**src/hdl/selective_repeat_receive_window_top_macros.svh**
```systemverilog
// assertion macros for the receive window block
`ifndef SELECTIVE_REPEAT_RECEIVE_WINDOW_TOP_MACROS_SVH
`define SELECTIVE_REPEAT_RECEIVE_WINDOW_TOP_MACROS_SVH

`ifndef SYNTHESIS
`define SRW_ASSERT_IMPLIES(lbl, clk, rst, ante, cons, msg) \
  lbl: assert property (@(posedge clk) disable iff (rst) (ante) |-> (cons)) \
    else $error(msg);
`define SRW_ASSERT_NEVER(lbl, clk, rst, cond, msg) \
  lbl: assert property (@(posedge clk) disable iff (rst) !(cond)) \
    else $error(msg);
`else
`define SRW_ASSERT_IMPLIES(lbl, clk, rst, ante, cons, msg)
`define SRW_ASSERT_NEVER(lbl, clk, rst, cond, msg)
`endif

`endif

```
**src/hdl/srw_pkg.sv**
```systemverilog
// shared constants, types and helpers of the receive window
package srw_pkg;

  localparam int SLOTS         = 16;
  localparam int SEGMENT_BYTES = 1000;

  localparam int OFS_W  = 24;
  localparam int SIZE_W = 10;
  localparam int CMD_W  = 2;
  localparam int IDX_W  = (SLOTS > 1) ? $clog2(SLOTS) : 1;
  localparam int CNT_W  = $clog2(SLOTS + 1);
  localparam int SUM_W  = CNT_W + 1;

  localparam logic [CMD_W-1:0] CMD_START  = 2'd0;
  localparam logic [CMD_W-1:0] CMD_ARRIVE = 2'd1;
  localparam logic [CMD_W-1:0] CMD_LIST   = 2'd2;

  localparam logic KIND_REL  = 1'b0;
  localparam logic KIND_LIST = 1'b1;

  typedef struct packed {
    logic [OFS_W-1:0]  offset;
    logic [SIZE_W-1:0] size;
    logic              ready;
  } slot_t;

  typedef struct packed {
    logic             rd_en;
    logic [IDX_W-1:0] rd_addr;
    logic             wr_en;
    logic [IDX_W-1:0] wr_addr;
    slot_t            wr_data;
  } mem_req_t;

  // circular slot address: base below SLOTS, step up to SLOTS
  function automatic logic [IDX_W-1:0] wrap_add(input logic [IDX_W-1:0] base,
                                                input logic [CNT_W-1:0] step);
    logic [SUM_W-1:0] sum;
    sum = SUM_W'(base) + SUM_W'(step);
    if (sum >= SUM_W'(SLOTS)) begin
      sum = sum - SUM_W'(SLOTS);
    end
    return sum[IDX_W-1:0];
  endfunction

endpackage

```
**src/hdl/srw_if.sv**
```systemverilog
// request channels of the receive window
interface srw_in_if;
  logic                          valid;
  logic                          ready;
  logic [srw_pkg::CMD_W-1:0]     command;
  logic [srw_pkg::OFS_W-1:0]     seg_start;

  modport source (output valid, command, seg_start, input ready);
  modport sink (input valid, command, seg_start, output ready);
endinterface

interface srw_out_if;
  logic                          valid;
  logic                          ready;
  logic                          kind;
  logic [srw_pkg::OFS_W-1:0]     seg_offset;
  logic [srw_pkg::SIZE_W-1:0]    seg_size;
  logic                          seg_rcvd;
  logic                          last;
  logic                          done_res;

  modport source (output valid, kind, seg_offset, seg_size, seg_rcvd, last, done_res,
                  input ready);
  modport sink (input valid, kind, seg_offset, seg_size, seg_rcvd, last, done_res,
                output ready);
endinterface

```
**src/hdl/srw_slot_mem.sv**
```systemverilog
// slot memory: one write port, one registered read port, per-entry valid bits
module srw_slot_mem (
  input  logic              clk,
  input  logic              rst,
  input  srw_pkg::mem_req_t req,
  output srw_pkg::slot_t    rdata
);

  srw_pkg::slot_t               mem [srw_pkg::SLOTS];
  logic [srw_pkg::SLOTS-1:0]    vld;
  srw_pkg::slot_t               rd_q;
  logic                         rd_vld;

  always_ff @(posedge clk) begin
    if (req.wr_en) begin
      mem[req.wr_addr] <= req.wr_data;
    end
    if (req.rd_en) begin
      rd_q <= mem[req.rd_addr];
    end
  end

  always_ff @(posedge clk) begin
    if (rst) begin
      vld    <= '0;
      rd_vld <= 1'b0;
    end else begin
      if (req.wr_en) begin
        vld[req.wr_addr] <= 1'b1;
      end
      if (req.rd_en) begin
        rd_vld <= vld[req.rd_addr];
      end
    end
  end

  // never-written entries read as the cleared slot
  assign rdata = rd_vld ? rd_q : '0;

endmodule

```
**src/hdl/srw_seq.sv**
```systemverilog
// sequencer: scan, release, list and refill passes over the slot memory
module srw_seq (
  input  logic                      clk,
  input  logic                      rst,
  input  logic [srw_pkg::OFS_W-1:0] total_bytes,
  srw_in_if.sink                    in_ch,
  srw_out_if.source                 out_ch,
  output srw_pkg::mem_req_t         req,
  input  srw_pkg::slot_t            rdata
);

  typedef enum logic [4:0] {
    ST_IDLE    = 5'b00001,
    ST_SCAN    = 5'b00010,
    ST_EMIT_RD = 5'b00100,
    ST_EMIT_LD = 5'b01000,
    ST_FILL    = 5'b10000
  } state_t;

  state_t                      state;
  logic [srw_pkg::IDX_W-1:0]   head;
  logic [srw_pkg::OFS_W-1:0]   remaining;
  logic [srw_pkg::OFS_W-1:0]   next_off;
  logic [srw_pkg::OFS_W-1:0]   seg_start_q;

  logic [srw_pkg::CNT_W-1:0]   rd_i;
  logic                        pend;
  logic [srw_pkg::IDX_W-1:0]   pend_i;
  logic                        found;
  logic                        prefix;
  logic                        tail;
  logic [srw_pkg::CNT_W-1:0]   rel_cnt;

  logic [srw_pkg::IDX_W-1:0]   emit_i;
  logic [srw_pkg::CNT_W-1:0]   emit_n;
  logic                        emit_kind;
  logic                        emit_done;
  logic                        after_fill;
  logic [srw_pkg::IDX_W-1:0]   fill_i;
  logic [srw_pkg::CNT_W-1:0]   fill_n;

  logic                        out_valid;
  logic                        out_kind;
  logic [srw_pkg::OFS_W-1:0]   out_offset;
  logic [srw_pkg::SIZE_W-1:0]  out_size;
  logic                        out_rdy;
  logic                        out_last;
  logic                        out_done;

  logic                        in_acc;
  logic                        out_free;
  logic                        out_load;
  logic                        rd_issue;
  logic                        scan_hit;
  logic                        scan_rel;
  logic                        scan_tail;
  logic                        scan_end;
  logic [srw_pkg::CNT_W-1:0]   scan_cnt;
  logic                        emit_last;
  logic                        fill_last;
  logic                        fill_short;
  srw_pkg::slot_t              fill_slot;
  srw_pkg::slot_t              mark_slot;

  assign in_ch.ready = (state == ST_IDLE);
  assign in_acc      = in_ch.valid && in_ch.ready;
  assign out_free    = !out_valid || out_ch.ready;
  assign out_load    = (state == ST_EMIT_LD) && out_free;

  assign rd_issue = (state == ST_SCAN) && (rd_i < srw_pkg::CNT_W'(srw_pkg::SLOTS));

  // first matching slot is marked, release runs on the marked view
  assign scan_hit  = !found && (rdata.offset == seg_start_q);
  assign scan_rel  = prefix && (rdata.ready || scan_hit) && (rdata.size != '0);
  assign scan_tail = tail || (!scan_rel && (rdata.size != '0));
  assign scan_cnt  = rel_cnt + srw_pkg::CNT_W'(scan_rel);
  assign scan_end  = pend && (pend_i == srw_pkg::IDX_W'(srw_pkg::SLOTS - 1));

  assign emit_last = (srw_pkg::CNT_W'(emit_i) == emit_n - 1'b1);
  assign fill_last = (srw_pkg::CNT_W'(fill_i) == fill_n - 1'b1);

  assign fill_short       = remaining < srw_pkg::OFS_W'(srw_pkg::SEGMENT_BYTES);
  assign fill_slot.offset = next_off;
  assign fill_slot.size   = fill_short ? remaining[srw_pkg::SIZE_W-1:0]
                                       : srw_pkg::SIZE_W'(srw_pkg::SEGMENT_BYTES);
  assign fill_slot.ready  = 1'b0;

  assign mark_slot.offset = rdata.offset;
  assign mark_slot.size   = rdata.size;
  assign mark_slot.ready  = 1'b1;

  always_comb begin
    req = '0;
    unique case (state)
      ST_SCAN: begin
        req.rd_en   = rd_issue;
        req.rd_addr = srw_pkg::wrap_add(head, rd_i);
        req.wr_en   = pend && scan_hit;
        req.wr_addr = srw_pkg::wrap_add(head, srw_pkg::CNT_W'(pend_i));
        req.wr_data = mark_slot;
      end
      ST_EMIT_RD: begin
        req.rd_en   = 1'b1;
        req.rd_addr = srw_pkg::wrap_add(head, srw_pkg::CNT_W'(emit_i));
      end
      ST_FILL: begin
        req.wr_en   = 1'b1;
        req.wr_addr = srw_pkg::wrap_add(head, srw_pkg::CNT_W'(fill_i));
        req.wr_data = fill_slot;
      end
      default: begin
        req = '0;
      end
    endcase
  end

  always_ff @(posedge clk) begin
    if (rst) begin
      state     <= ST_IDLE;
      head      <= '0;
      remaining <= '0;
      next_off  <= '0;
      pend      <= 1'b0;
      out_valid <= 1'b0;
    end else begin
      if (out_load) begin
        out_valid <= 1'b1;
      end else if (out_ch.ready) begin
        out_valid <= 1'b0;
      end
      unique case (state)
        ST_IDLE: begin
          if (in_acc) begin
            unique case (in_ch.command)
              srw_pkg::CMD_START: begin
                remaining <= total_bytes;
                next_off  <= '0;
                head      <= '0;
                fill_i    <= '0;
                fill_n    <= srw_pkg::CNT_W'(srw_pkg::SLOTS);
                state     <= ST_FILL;
              end
              srw_pkg::CMD_ARRIVE: begin
                seg_start_q <= in_ch.seg_start;
                rd_i        <= '0;
                pend        <= 1'b0;
                found       <= 1'b0;
                prefix      <= 1'b1;
                tail        <= 1'b0;
                rel_cnt     <= '0;
                state       <= ST_SCAN;
              end
              srw_pkg::CMD_LIST: begin
                emit_i     <= '0;
                emit_n     <= srw_pkg::CNT_W'(srw_pkg::SLOTS);
                emit_kind  <= srw_pkg::KIND_LIST;
                emit_done  <= 1'b0;
                after_fill <= 1'b0;
                state      <= ST_EMIT_RD;
              end
              default: begin
                state <= ST_IDLE;
              end
            endcase
          end
        end
        ST_SCAN: begin
          if (rd_issue) begin
            rd_i <= rd_i + 1'b1;
          end
          pend   <= rd_issue;
          pend_i <= rd_i[srw_pkg::IDX_W-1:0];
          if (pend) begin
            if (scan_hit) begin
              found <= 1'b1;
            end
            if (!scan_rel) begin
              prefix <= 1'b0;
            end
            rel_cnt <= scan_cnt;
            tail    <= scan_tail;
          end
          if (scan_end) begin
            if (scan_cnt == '0) begin
              state <= ST_IDLE;
            end else begin
              // refill of released slots is empty exactly when nothing remains
              emit_i     <= '0;
              emit_n     <= scan_cnt;
              emit_kind  <= srw_pkg::KIND_REL;
              emit_done  <= (remaining == '0) && !scan_tail;
              after_fill <= 1'b1;
              fill_i     <= '0;
              fill_n     <= scan_cnt;
              state      <= ST_EMIT_RD;
            end
          end
        end
        ST_EMIT_RD: begin
          state <= ST_EMIT_LD;
        end
        ST_EMIT_LD: begin
          if (out_free) begin
            out_kind   <= emit_kind;
            out_offset <= rdata.offset;
            out_size   <= rdata.size;
            out_rdy    <= rdata.ready;
            out_last   <= emit_last;
            out_done   <= emit_done;
            if (emit_last) begin
              state <= after_fill ? ST_FILL : ST_IDLE;
            end else begin
              emit_i <= emit_i + 1'b1;
              state  <= ST_EMIT_RD;
            end
          end
        end
        ST_FILL: begin
          if (fill_short) begin
            remaining <= '0;
          end else begin
            remaining <= remaining - srw_pkg::OFS_W'(srw_pkg::SEGMENT_BYTES);
            next_off  <= next_off + srw_pkg::OFS_W'(srw_pkg::SEGMENT_BYTES);
          end
          if (fill_last) begin
            // window moves past the released slots
            head  <= srw_pkg::wrap_add(head, fill_n);
            state <= ST_IDLE;
          end else begin
            fill_i <= fill_i + 1'b1;
          end
        end
        default: begin
          state <= ST_IDLE;
        end
      endcase
    end
  end

  assign out_ch.valid      = out_valid;
  assign out_ch.kind       = out_kind;
  assign out_ch.seg_offset = out_offset;
  assign out_ch.seg_size   = out_size;
  assign out_ch.seg_rcvd   = out_rdy;
  assign out_ch.last       = out_last;
  assign out_ch.done_res   = out_done;

endmodule

```
**src/hdl/selective_repeat_receive_window_top.sv**
```systemverilog
// top level of the selective-repeat receive window
//
// in_ch takes one command per request: start builds the window from total_bytes,
// arrive marks the slot holding seg_start and releases the ready front slots,
// list reports every slot. out_ch carries a result per released or listed slot,
// last set on the final result of a command. The user must write total_bytes
// through cfg_wr_en and cfg_wr_data while the block is idle (it is not enforced).
// The window sits in a slot memory with one read and one write port, used as a
// ring with a moving head. Steps, per command, with SLOTS slots:
//   start: one slot written per cycle, no result
//   arrive: a scan of all slots, then a read and a load per released slot,
//     then one refill write per released slot
//   list: a read and a load per slot
// The single read port serializes the slot reads. The last result waits in the
// output register while the next command is taken; a stalled sink holds earlier
// results and the sequencer waits for it. Reset empties the window (all slots
// read as zero offset and size) and clears total_bytes.
`include "selective_repeat_receive_window_top_macros.svh"

module selective_repeat_receive_window_top (
  input  logic                      clk,
  input  logic                      rst,
  input  logic                      cfg_wr_en,
  input  logic [srw_pkg::OFS_W-1:0] cfg_wr_data,
  srw_in_if.sink                    in_ch,
  srw_out_if.source                 out_ch
);

  logic [srw_pkg::OFS_W-1:0] total_bytes;
  srw_pkg::mem_req_t         req;
  srw_pkg::slot_t            rdata;

  always_ff @(posedge clk) begin
    if (rst) begin
      total_bytes <= '0;
    end else if (cfg_wr_en) begin
      total_bytes <= cfg_wr_data;
    end
  end

  srw_slot_mem u_mem (
    .clk   (clk),
    .rst   (rst),
    .req   (req),
    .rdata (rdata)
  );

  srw_seq u_seq (
    .clk         (clk),
    .rst         (rst),
    .total_bytes (total_bytes),
    .in_ch       (in_ch),
    .out_ch      (out_ch),
    .req         (req),
    .rdata       (rdata)
  );

  // the mark write-back never lands on the slot being read
  `SRW_ASSERT_NEVER(a_no_rw_clash, clk, rst, req.rd_en && req.wr_en && (req.rd_addr == req.wr_addr), "read and write hit the same slot")
  `SRW_ASSERT_IMPLIES(a_idle_quiet, clk, rst, in_ch.ready, !req.rd_en && !req.wr_en, "memory busy while taking a command")
  `SRW_ASSERT_IMPLIES(a_rel_ready, clk, rst, out_ch.valid && (out_ch.kind == srw_pkg::KIND_REL), out_ch.seg_rcvd && (out_ch.seg_size != '0), "released slot not ready or empty")
  `SRW_ASSERT_IMPLIES(a_list_not_done, clk, rst, out_ch.valid && (out_ch.kind == srw_pkg::KIND_LIST), !out_ch.done_res, "list result flagged done")

endmodule

```
**src/flat_wrapper.sv**
```systemverilog
// flat-port wrapper written by rule: the top's interface ports become plain ports
module selective_repeat_receive_window_top_flat 
  (clk, rst, cfg_wr_en, cfg_wr_data, in_ch_valid, in_ch_command, in_ch_seg_start, in_ch_ready, out_ch_valid, out_ch_kind, out_ch_seg_offset, out_ch_seg_size, out_ch_seg_rcvd, out_ch_last, out_ch_done_res, out_ch_ready);
  srw_in_if in_ch_i ();
  srw_out_if out_ch_i ();
  input  logic clk;
  input  logic rst;
  input  logic cfg_wr_en;
  input  logic [srw_pkg::OFS_W-1:0] cfg_wr_data;
  input wire logic [$bits(in_ch_i.valid)-1:0] in_ch_valid;
  input wire logic [$bits(in_ch_i.command)-1:0] in_ch_command;
  input wire logic [$bits(in_ch_i.seg_start)-1:0] in_ch_seg_start;
  output wire logic [$bits(in_ch_i.ready)-1:0] in_ch_ready;
  output wire logic [$bits(out_ch_i.valid)-1:0] out_ch_valid;
  output wire logic [$bits(out_ch_i.kind)-1:0] out_ch_kind;
  output wire logic [$bits(out_ch_i.seg_offset)-1:0] out_ch_seg_offset;
  output wire logic [$bits(out_ch_i.seg_size)-1:0] out_ch_seg_size;
  output wire logic [$bits(out_ch_i.seg_rcvd)-1:0] out_ch_seg_rcvd;
  output wire logic [$bits(out_ch_i.last)-1:0] out_ch_last;
  output wire logic [$bits(out_ch_i.done_res)-1:0] out_ch_done_res;
  input wire logic [$bits(out_ch_i.ready)-1:0] out_ch_ready;
  assign in_ch_i.valid = in_ch_valid;
  assign in_ch_i.command = in_ch_command;
  assign in_ch_i.seg_start = in_ch_seg_start;
  assign in_ch_ready = in_ch_i.ready;
  assign out_ch_valid = out_ch_i.valid;
  assign out_ch_kind = out_ch_i.kind;
  assign out_ch_seg_offset = out_ch_i.seg_offset;
  assign out_ch_seg_size = out_ch_i.seg_size;
  assign out_ch_seg_rcvd = out_ch_i.seg_rcvd;
  assign out_ch_last = out_ch_i.last;
  assign out_ch_done_res = out_ch_i.done_res;
  assign out_ch_i.ready = out_ch_ready;
  selective_repeat_receive_window_top u_core (.clk(clk), .rst(rst), .cfg_wr_en(cfg_wr_en), .cfg_wr_data(cfg_wr_data), .in_ch(in_ch_i), .out_ch(out_ch_i));
endmodule
```
**config.mk**
```make
export PLATFORM = sky130hd
export DESIGN_NAME = selective_repeat_receive_window_top_flat
export DESIGN_NICKNAME = d
export VERILOG_FILES = /design/src/hdl/srw_pkg.sv /design/src/hdl/srw_if.sv /design/src/hdl/srw_slot_mem.sv /design/src/hdl/srw_seq.sv /design/src/hdl/selective_repeat_receive_window_top.sv /design/src/flat_wrapper.sv
export VERILOG_INCLUDE_DIRS = /design/src /design/src/hdl
export SDC_FILE = /design/constraint.sdc
export NUM_CORES = 1
export LEC_CHECK = 0
export BUFFER_PORTS_ARGS = -buffer_cell sky130_fd_sc_hd__buf_2
export CORE_MARGIN = 2
export CORE_UTILIZATION = 45
export DETAILED_ROUTE_END_ITERATION = 10
export GPL_ROUTABILITY_DRIVEN = 1
export PLACE_DENSITY_LB_ADDON = 0.2
export SLEW_MARGIN = 15
export SYNTH_ARGS = -nofsm -noshare
export SYNTH_HDL_FRONTEND = slang
export SYNTH_SLANG_ARGS = --single-unit
```
**constraint.sdc**
```tcl
create_clock -name clk -period 7.9 [get_ports clk]
set_clock_uncertainty 0.05 [all_clocks]
set_input_delay 0.395 -clock clk [delete_from_list [all_inputs] [get_ports clk]]
set_output_delay 0.395 -clock clk [all_outputs]
set_load 0.05 [all_outputs]
```
== Word level (Yosys, flattened, before mapping) ==
Memories as Yosys holds them, arrays and structs flattened. A register that Yosys moved wholly into a read port is not among the register bits.
Index checks and enable logic that the tools add are counted.
Storage, ports and cells
  bits in registers: 200
  memory bits (writable): 560
  input port bits: 55
  output and inout bits: 40
  word-level logic and storage cells: 216
  memories kept: 1
Memory list
  u_core.u_mem.mem: depth 16, bits a word 35, read ports 1, clocked after Yosys merged registers in 1, wr ports 1, RTL line srw_slot_mem.sv:9  | srw_pkg::slot_t mem [srw_pkg::SLOTS];
Operators by class
  add/sub/neg operators: 18
  $lt $le $gt $ge: 10
  equality and inequality tests: 26
  multiplexer cells: 87
  bitwise gates (word level): 2
  reductions and logical operators: 43
Operators with widths (number)
  $mux 24: 6
  $pmux 24 s2: 2
  $mux 5: 16
  $pmux 40 s2: 1
  $mux 4: 15
  $pmux 5 s2: 5
  $mux 35: 1
  $mux 1: 25
  $pmux 5 s5: 1
  $add 24x10->24 const B: 1
  $eq 24x24->1: 1
  $logic_not 24->1: 1
  $lt 24x10->1 const B: 1
  $pmux 4 s3: 2
  $reduce_and 6->1: 4
  $sub 24x10->24 const B: 1
  $ne 2x2->1 const B: 11
  $sub 4x1->4 const B: 5
  $or 16x16->16: 1
  $reduce_and 4->1: 4
  $add 4x4->5: 3
  $ge 5x5->1 const B: 3
  $pmux 5 s3: 1
  $pmux 1 s2: 7
  other kinds (38): 68

== Longest topological paths before layout ==
  depth after elaboration: 14
  gate-level depth with buffers: 17
  gate-level depth less buffers: 15

== Cells and area by module ==
From an unflattened synthesis, not the netlist that was laid out.
Unflattened totals
  cells, all modules: 1761
  area total of the unflattened synthesis: 31695.4 µm²
Modules (own cells, without submodules)
  srw_slot_mem: instances 1, cells an instance 940, area an instance 22999.6 µm², seq. area each 18207.5 µm²
  srw_seq: instances 1, cells an instance 744, area an instance 7826.3 µm², seq. area each 4124.0 µm²
  selective_repeat_receive_window_top: instances 1, cells an instance 77, area an instance 869.6 µm², seq. area each 480.5 µm²

== Worst setup path after synthesis ==
No wires, ideal clock.
  kind: reg-to-reg
  start: register u_core.u_seq.state[1]
  end: memory u_core.u_mem.mem[10][0] in the netlist's numbering (enable)
  library setup time: 0.515 ns
  arrival: 6.699 ns
  data required time: 7.335 ns
  setup slack: 0.636 ns
  cell stages (with the launch flop): 16
  buffers on the path: 4
  period minus slack after synthesis: 7.264 ns
  cell sequence: dfxtp_1 > or3_4 > or3b_1 > buf_2 > buf_1 > clkbuf_1 > nand2_1 > nand2_1 > ha_1 > a21o_1 > a21oi_1 > xnor2_1 > xor2_1 > a22oi_1 > clkbuf_1 > nor4_1
Between the ends
  word-level cells in the longest chain between the ends: 4
  elaborated cells between the ends (all ways): 5
  classes of those cells: 2 x eq/ne; 3 x mux
RTL lines
  from (decl): RTL line srw_seq.sv:20  | state_t state;
  from (signal assigned): RTL line srw_seq.sv:211  | state <= after_fill ? ST_FILL : ST_IDLE;
  $eq 5x5->1 / $eq 5x2->1 (equally long branches): RTL line srw_seq.sv:94  | unique case (state)
  $pmux 40 s2 (*): RTL line srw_seq.sv:94
  $mux 1: RTL line srw_slot_mem.sv:15  | if (req.wr_en) begin
  $mux 1 (not written as such): RTL line srw_slot_mem.sv:16  | mem[req.wr_addr] <= req.wr_data;
  to (decl): RTL line srw_slot_mem.sv:9
Every way passes the cells marked *; elsewhere a longest branch is shown, timed or not.

== Worst setup path in the final report ==
  start: register u_core.u_mem.rd_vld
  end: register u_core.u_seq.fill_n[0] in the netlist's numbering (enable)
Between the ends
  word-level cells in the longest chain between the ends: 10
  elaborated cells between the ends (all ways): 11
  classes of those cells: 1 x add/sub; 2 x eq/ne; 1 x mux; 7 x reduce/logical
RTL lines
  from (decl): RTL line srw_slot_mem.sv:12  | logic rd_vld;
  from (signal assigned): RTL line srw_slot_mem.sv:32  | rd_vld <= vld[req.rd_addr];
  $mux 35 (*): RTL line srw_slot_mem.sv:38  | assign rdata = rd_vld ? rd_q : '0;
  $eq 24x24->1: RTL line srw_seq.sv:73  | assign scan_hit = !found && (rdata.offset == seg_start_q);
  $logic_and 1x1->1: RTL line srw_seq.sv:73
  $logic_or 1x1->1: RTL line srw_seq.sv:74  | assign scan_rel = prefix && (rdata.ready || scan_hit) && (rdata.size != '0);
  $logic_and 1x1->1: RTL line srw_seq.sv:74
  $logic_and 1x1->1 (*): RTL line srw_seq.sv:74
  $add 5x1->5 (*): RTL line srw_seq.sv:76  | assign scan_cnt = rel_cnt + srw_pkg::CNT_W'(scan_rel);
  $logic_not 5->1 (*): RTL line srw_seq.sv:184  | if (scan_cnt == '0) begin
  $ne 2x2->1 (no line) (*)
  $reduce_and 6->1 (no line) (*)
  to (signal assigned): RTL line srw_seq.sv:140  | fill_n <= srw_pkg::CNT_W'(srw_pkg::SLOTS);
  to (signal assigned): RTL line srw_seq.sv:194  | fill_n <= scan_cnt;
  to (decl): RTL line srw_seq.sv:40  | logic [srw_pkg::CNT_W-1:0] fill_n;
Marked as above.
A chain may end at the register's enable or synchronous reset.

==> results.tsv <==
stage	metric	value	unit
detailed_routing	drt first pass iters	6	
synthesis	main area contributors after synthesis	edfxtp_1 (64%), dfxtp_1 (6.0%), mux4_2 (4.7%), nand2_1 (3.2%), mux2i_1 (3.0%)	
clocking	Clock Path Buffers	3	
setup_path	Slowest-stage cell, CP	o31ai_1	
setup_path	crit path kind	flip-flop to flip-flop	
timing	fin. max-slew vios	0	
timing	Final TNS setup	0	ns
placed_design	GP Congestion	0.854	
timing	RSZ-0062 raised after global routing	no	
setup_path	FF-to-FF setup slack	2.69	ns
finish	synthesis-to-finish area growth	14.9	%
finish	diode count	0	
placed_design	placed insts	3202	
setup_path	slowest stage delay, CP	0.93	ns
timing	final hold vios	0	
setup_path	critical path launch point type	flip-flop	
grt	first-pass GRT wire length	124000	um
synthesis	syn_nets	2303	
timing	Slew HR	23.3	%
setup_path	WP data required	8.12	ns
setup_path	CP Max Fanout	43	
pwr	PwrDens	236	mW/mm2
flow_run	Max-Cap Viols	0	
clocking	Hold Buf Count CTS	47	
pwr	worst vdd ir	164	uV
clocking	CTS root buf	clkbuf_16	
synthesis	synthesized flop and latch total	792	
clocking	post-cts resize count	0	
floorplanning	CORE AREA	0.0714	mm2
clocking	CTS tree	done	
timing	maximum clock frequency	0.192	GHz
setup_path	Worst R2R Start	u_core.u_mem.rd_vld	
setup_path	R2R cell count	16	
timing	Worst Max-Slew Pin Slew	1.14	ns
synthesis	Seq/Total Area, Yosys	70.4	%
synthesis	Post-synth EDFFs	695	
setup_path	CP arrival	5.43	ns
floorplanning	initial core utilization	45.4	%
synthesis	post-synthesis cell count	2227	
setup_path	r2r endpoint	u_core.u_seq.fill_n[0]	
detailed_routing	1st-iter DRT viols	2085	
grt	largest net degree at the start of global routing	73	
synthesis	post-synth cell types	75	
floorplanning	Die Span X	272	um
hold_path	hold-critical path depth	3	
finish	Nets	2459	
status	status	finished, final reports clean	
detailed_routing	antenna-violating nets left	0	
clocking	clk slew on worst S/H paths	0.06	ns
synthesis	fraction of registers with async set/reset	0	%
clocking	clock sinks	792	
timing	final period utilization	66.0	%
detailed_routing	average wire per standard cell	24.5	um
timing	final setup fails	0	
placed_design	dpl hpwl	49700	um
setup_path	Worst Setup End Kind	flip-flop	
floorplanning	IO Pins	95	
floorplanning	Core Rows	98	
finish	fraction of layout instances using a drive strength above 1	15.9	%
detailed_routing	via/cell ratio	5.85	
floorplanning	Die Y	272	um
synthesis	synthesized area	0.0324	mm2
setup_path	CP cell instances	buf_4 > nand4b_1 > o2bb2ai_1 > a31oi_1 > or4b_1 > o31ai_1 > and3_1 > ha_1 > ha_1 > nand3_1 > xor2_1 > nand2_1 > nor4_1 > nor2_1 > nand2_1 > nor2_1	
synthesis	largest area contributor in the netlist	edfxtp_1	
grt	initial antenna violation count	1	
clocking	Worst-Skew Late Latency	0.63	ns
clocking	CTS Buf Count	82	
hold_path	WHS Endpoint	u_core.total_bytes[7]	
synthesis	prevailing post-synth register cell	edfxtp_1	
synthesis	syn_area_per_cell	14.6	um2
synthesis	count leader, synth	edfxtp_1	
grt	remaining global-route overflow	0	
detailed_routing	detailed-route DRC error count	0	
hold_path	HP Class	input pin to flip-flop	
synthesis	yosys warns	0	
grt	GR Util All Layers	22.3	%
placed_design	port bufs	94	
hold_path	hold_sp	cfg_wr_data[7]	
synthesis	share of the synthesized area in the top cell type	64.4	%
finish	Finished Layout Cells	3400	
synthesis	Commonest cells post-synth	edfxtp_1 (695), nand2_1 (278), nor2_1 (119)	
clocking	Setup Buffers After CTS	0	
clocking	H-tree Lvls	3	
timing	minimum clock period	5.21	ns
timing	WHS	0.0248	ns
grt	vias in the first global route	19400	
pwr	leakage	12.5	nW
floorplanning	Total Die Area	0.0742	mm2
detailed_routing	Routed WL	83400	um
detailed_routing	Vias	19900	
report_power, final:
| group | internal [W] | switching, W | total [W] |
|---|---|---|---|
| clock network | 0.00212 | 0.00158 | 0.00370 |
| logic | 0.000177 | 0.000330 | 0.000507 |
| registers | 0.00455 | 0.0000491 | 0.00459 |
| total | 0.00684 | 0.00196 | 0.00880 |
worst max-delay path, delay by kind of cell, from the launching register on:
kind,cells,cell delay [ns]
adder cells (fa/ha/maj),2,0.43
AND/OR/NAND/NOR,9,2.02
XOR/XNOR,1,0.17
buffers and inverters,1,0.42
flip-flops,1,0.59
AO/OA/AOI/OAI,3,1.16
area by class of cell:
cell class,instances,area [um2]
tap,950,1190
clock inverter,39,323
multi-input combinational,1268,9160
fill,5881,34100
inverter,42,160
clock buffer,112,2240
timing repair buffer,197,1360
sequential,792,22800
kinds of logic (layout without fill, tap and decap cells):
kind of cell / Yosys count / after routing / synth area share, %
compound gates: 318 / 318 / 7.19
simple gates: 711 / 711 / 10.4
xor+xnor: 51 / 51 / 1.38
fa+ha+maj: 21 / 21 / 0.880
buf+inv: 167 / 390 / 2.03
flops: 792 / 792 / 70.4
mux: 167 / 167 / 7.75
cell usage in the layout (no fill, tap or decap), types with 12 or more instances in the layout:
master         Yosys  final
edfxtp_1         695    695
nand2_1          278    276
nor2_1           119    117
nand3_1          111    111
mux2i_1           97     96
dfxtp_1           97     96
buf_2             23     94
clkbuf_16          0     84
a21oi_1           67     67
mux4_2            67     67
buf_4              1     56
dlygate4sd3_1      0     47
o21ai_0           46     46
and2_1            44     44
inv_1             41     40
a221oi_1          32     32
a32o_1            31     31
a22o_1            28     28
xnor2_1           27     27
nand2b_1          26     26
nor3_1            34     25
clkbuf_1          82     25
xor2_1            24     23
a22oi_1           21     21
ha_1              18     18
clkinv_2           0     16
nor4_1            23     15
nand4_1           13     13
or3_1             12     12
clkinv_1           0     12
flip-flops by register name, indices dropped and copies added (netlist names), 4 cells and up:
signal                          flops
u_core.total_bytes                 24
u_core.u_seq.rel_cnt                5
u_core.u_mem.mem                  560
u_core.u_seq.head                   4
u_core.u_seq.pend_i                 4
u_core.u_seq.emit_i                 4
u_core.u_seq.state                  5
u_core.u_mem.vld                   16
u_core.u_seq.fill_n                 5
u_core.u_seq.out_ch.seg_offset     24
u_core.u_seq.fill_i                 4
u_core.u_seq.out_ch.seg_size       10
u_core.u_seq.emit_n                 5
u_core.u_seq.seg_start_q           24
u_core.u_seq.next_off              21
u_core.u_seq.remaining             24
u_core.u_mem.rd_q                  35
u_core.u_seq.rd_i                   5
through the flow:
stage	power [W]	util (%)	setup slack (ns)	cell area, um2
after global routing	0.00908	52.2	2.32	37200
after detailed placement	0.00516	47.9	2.75	34200
after floorplan	0.00500	-	0.636	32400
final	0.00880	52.2	2.69	37200
after CTS	0.00886	52.1	2.73	37200
after global placement	0.00516	47.9	2.76	34200
worst max path at each step:
| stage | endpoint | slack [ns] | startpoint |
|---|---|---|---|
| after floorplan | u_core.u_mem.mem[10][0] | 0.64 | u_core.u_seq.state[1] |
| after global placement | u_core.u_seq.fill_i[1] | 2.76 | u_core.u_mem.rd_vld |
| after detailed placement | u_core.u_seq.fill_n[1] | 2.75 | u_core.u_mem.rd_vld |
| after CTS | u_core.u_seq.fill_n[3] | 2.73 | u_core.u_mem.rd_vld |
| after global routing | u_core.u_seq.fill_i[1] | 2.32 | u_core.u_mem.rd_vld |
| final | u_core.u_seq.fill_n[0] | 2.69 | u_core.u_mem.rd_vld |
layer usage:
layer  up-vias  wire length (um)  global-route usage, %
met5         -                 0                      0
met4         0              1580                   5.75
met3       100              5530                   3.06
met2       720             39800                   36.3
met1     10200             36500                   31.8
li1       8873                 -                      -
Note: power is estimated with default switching activity, not from simulation.
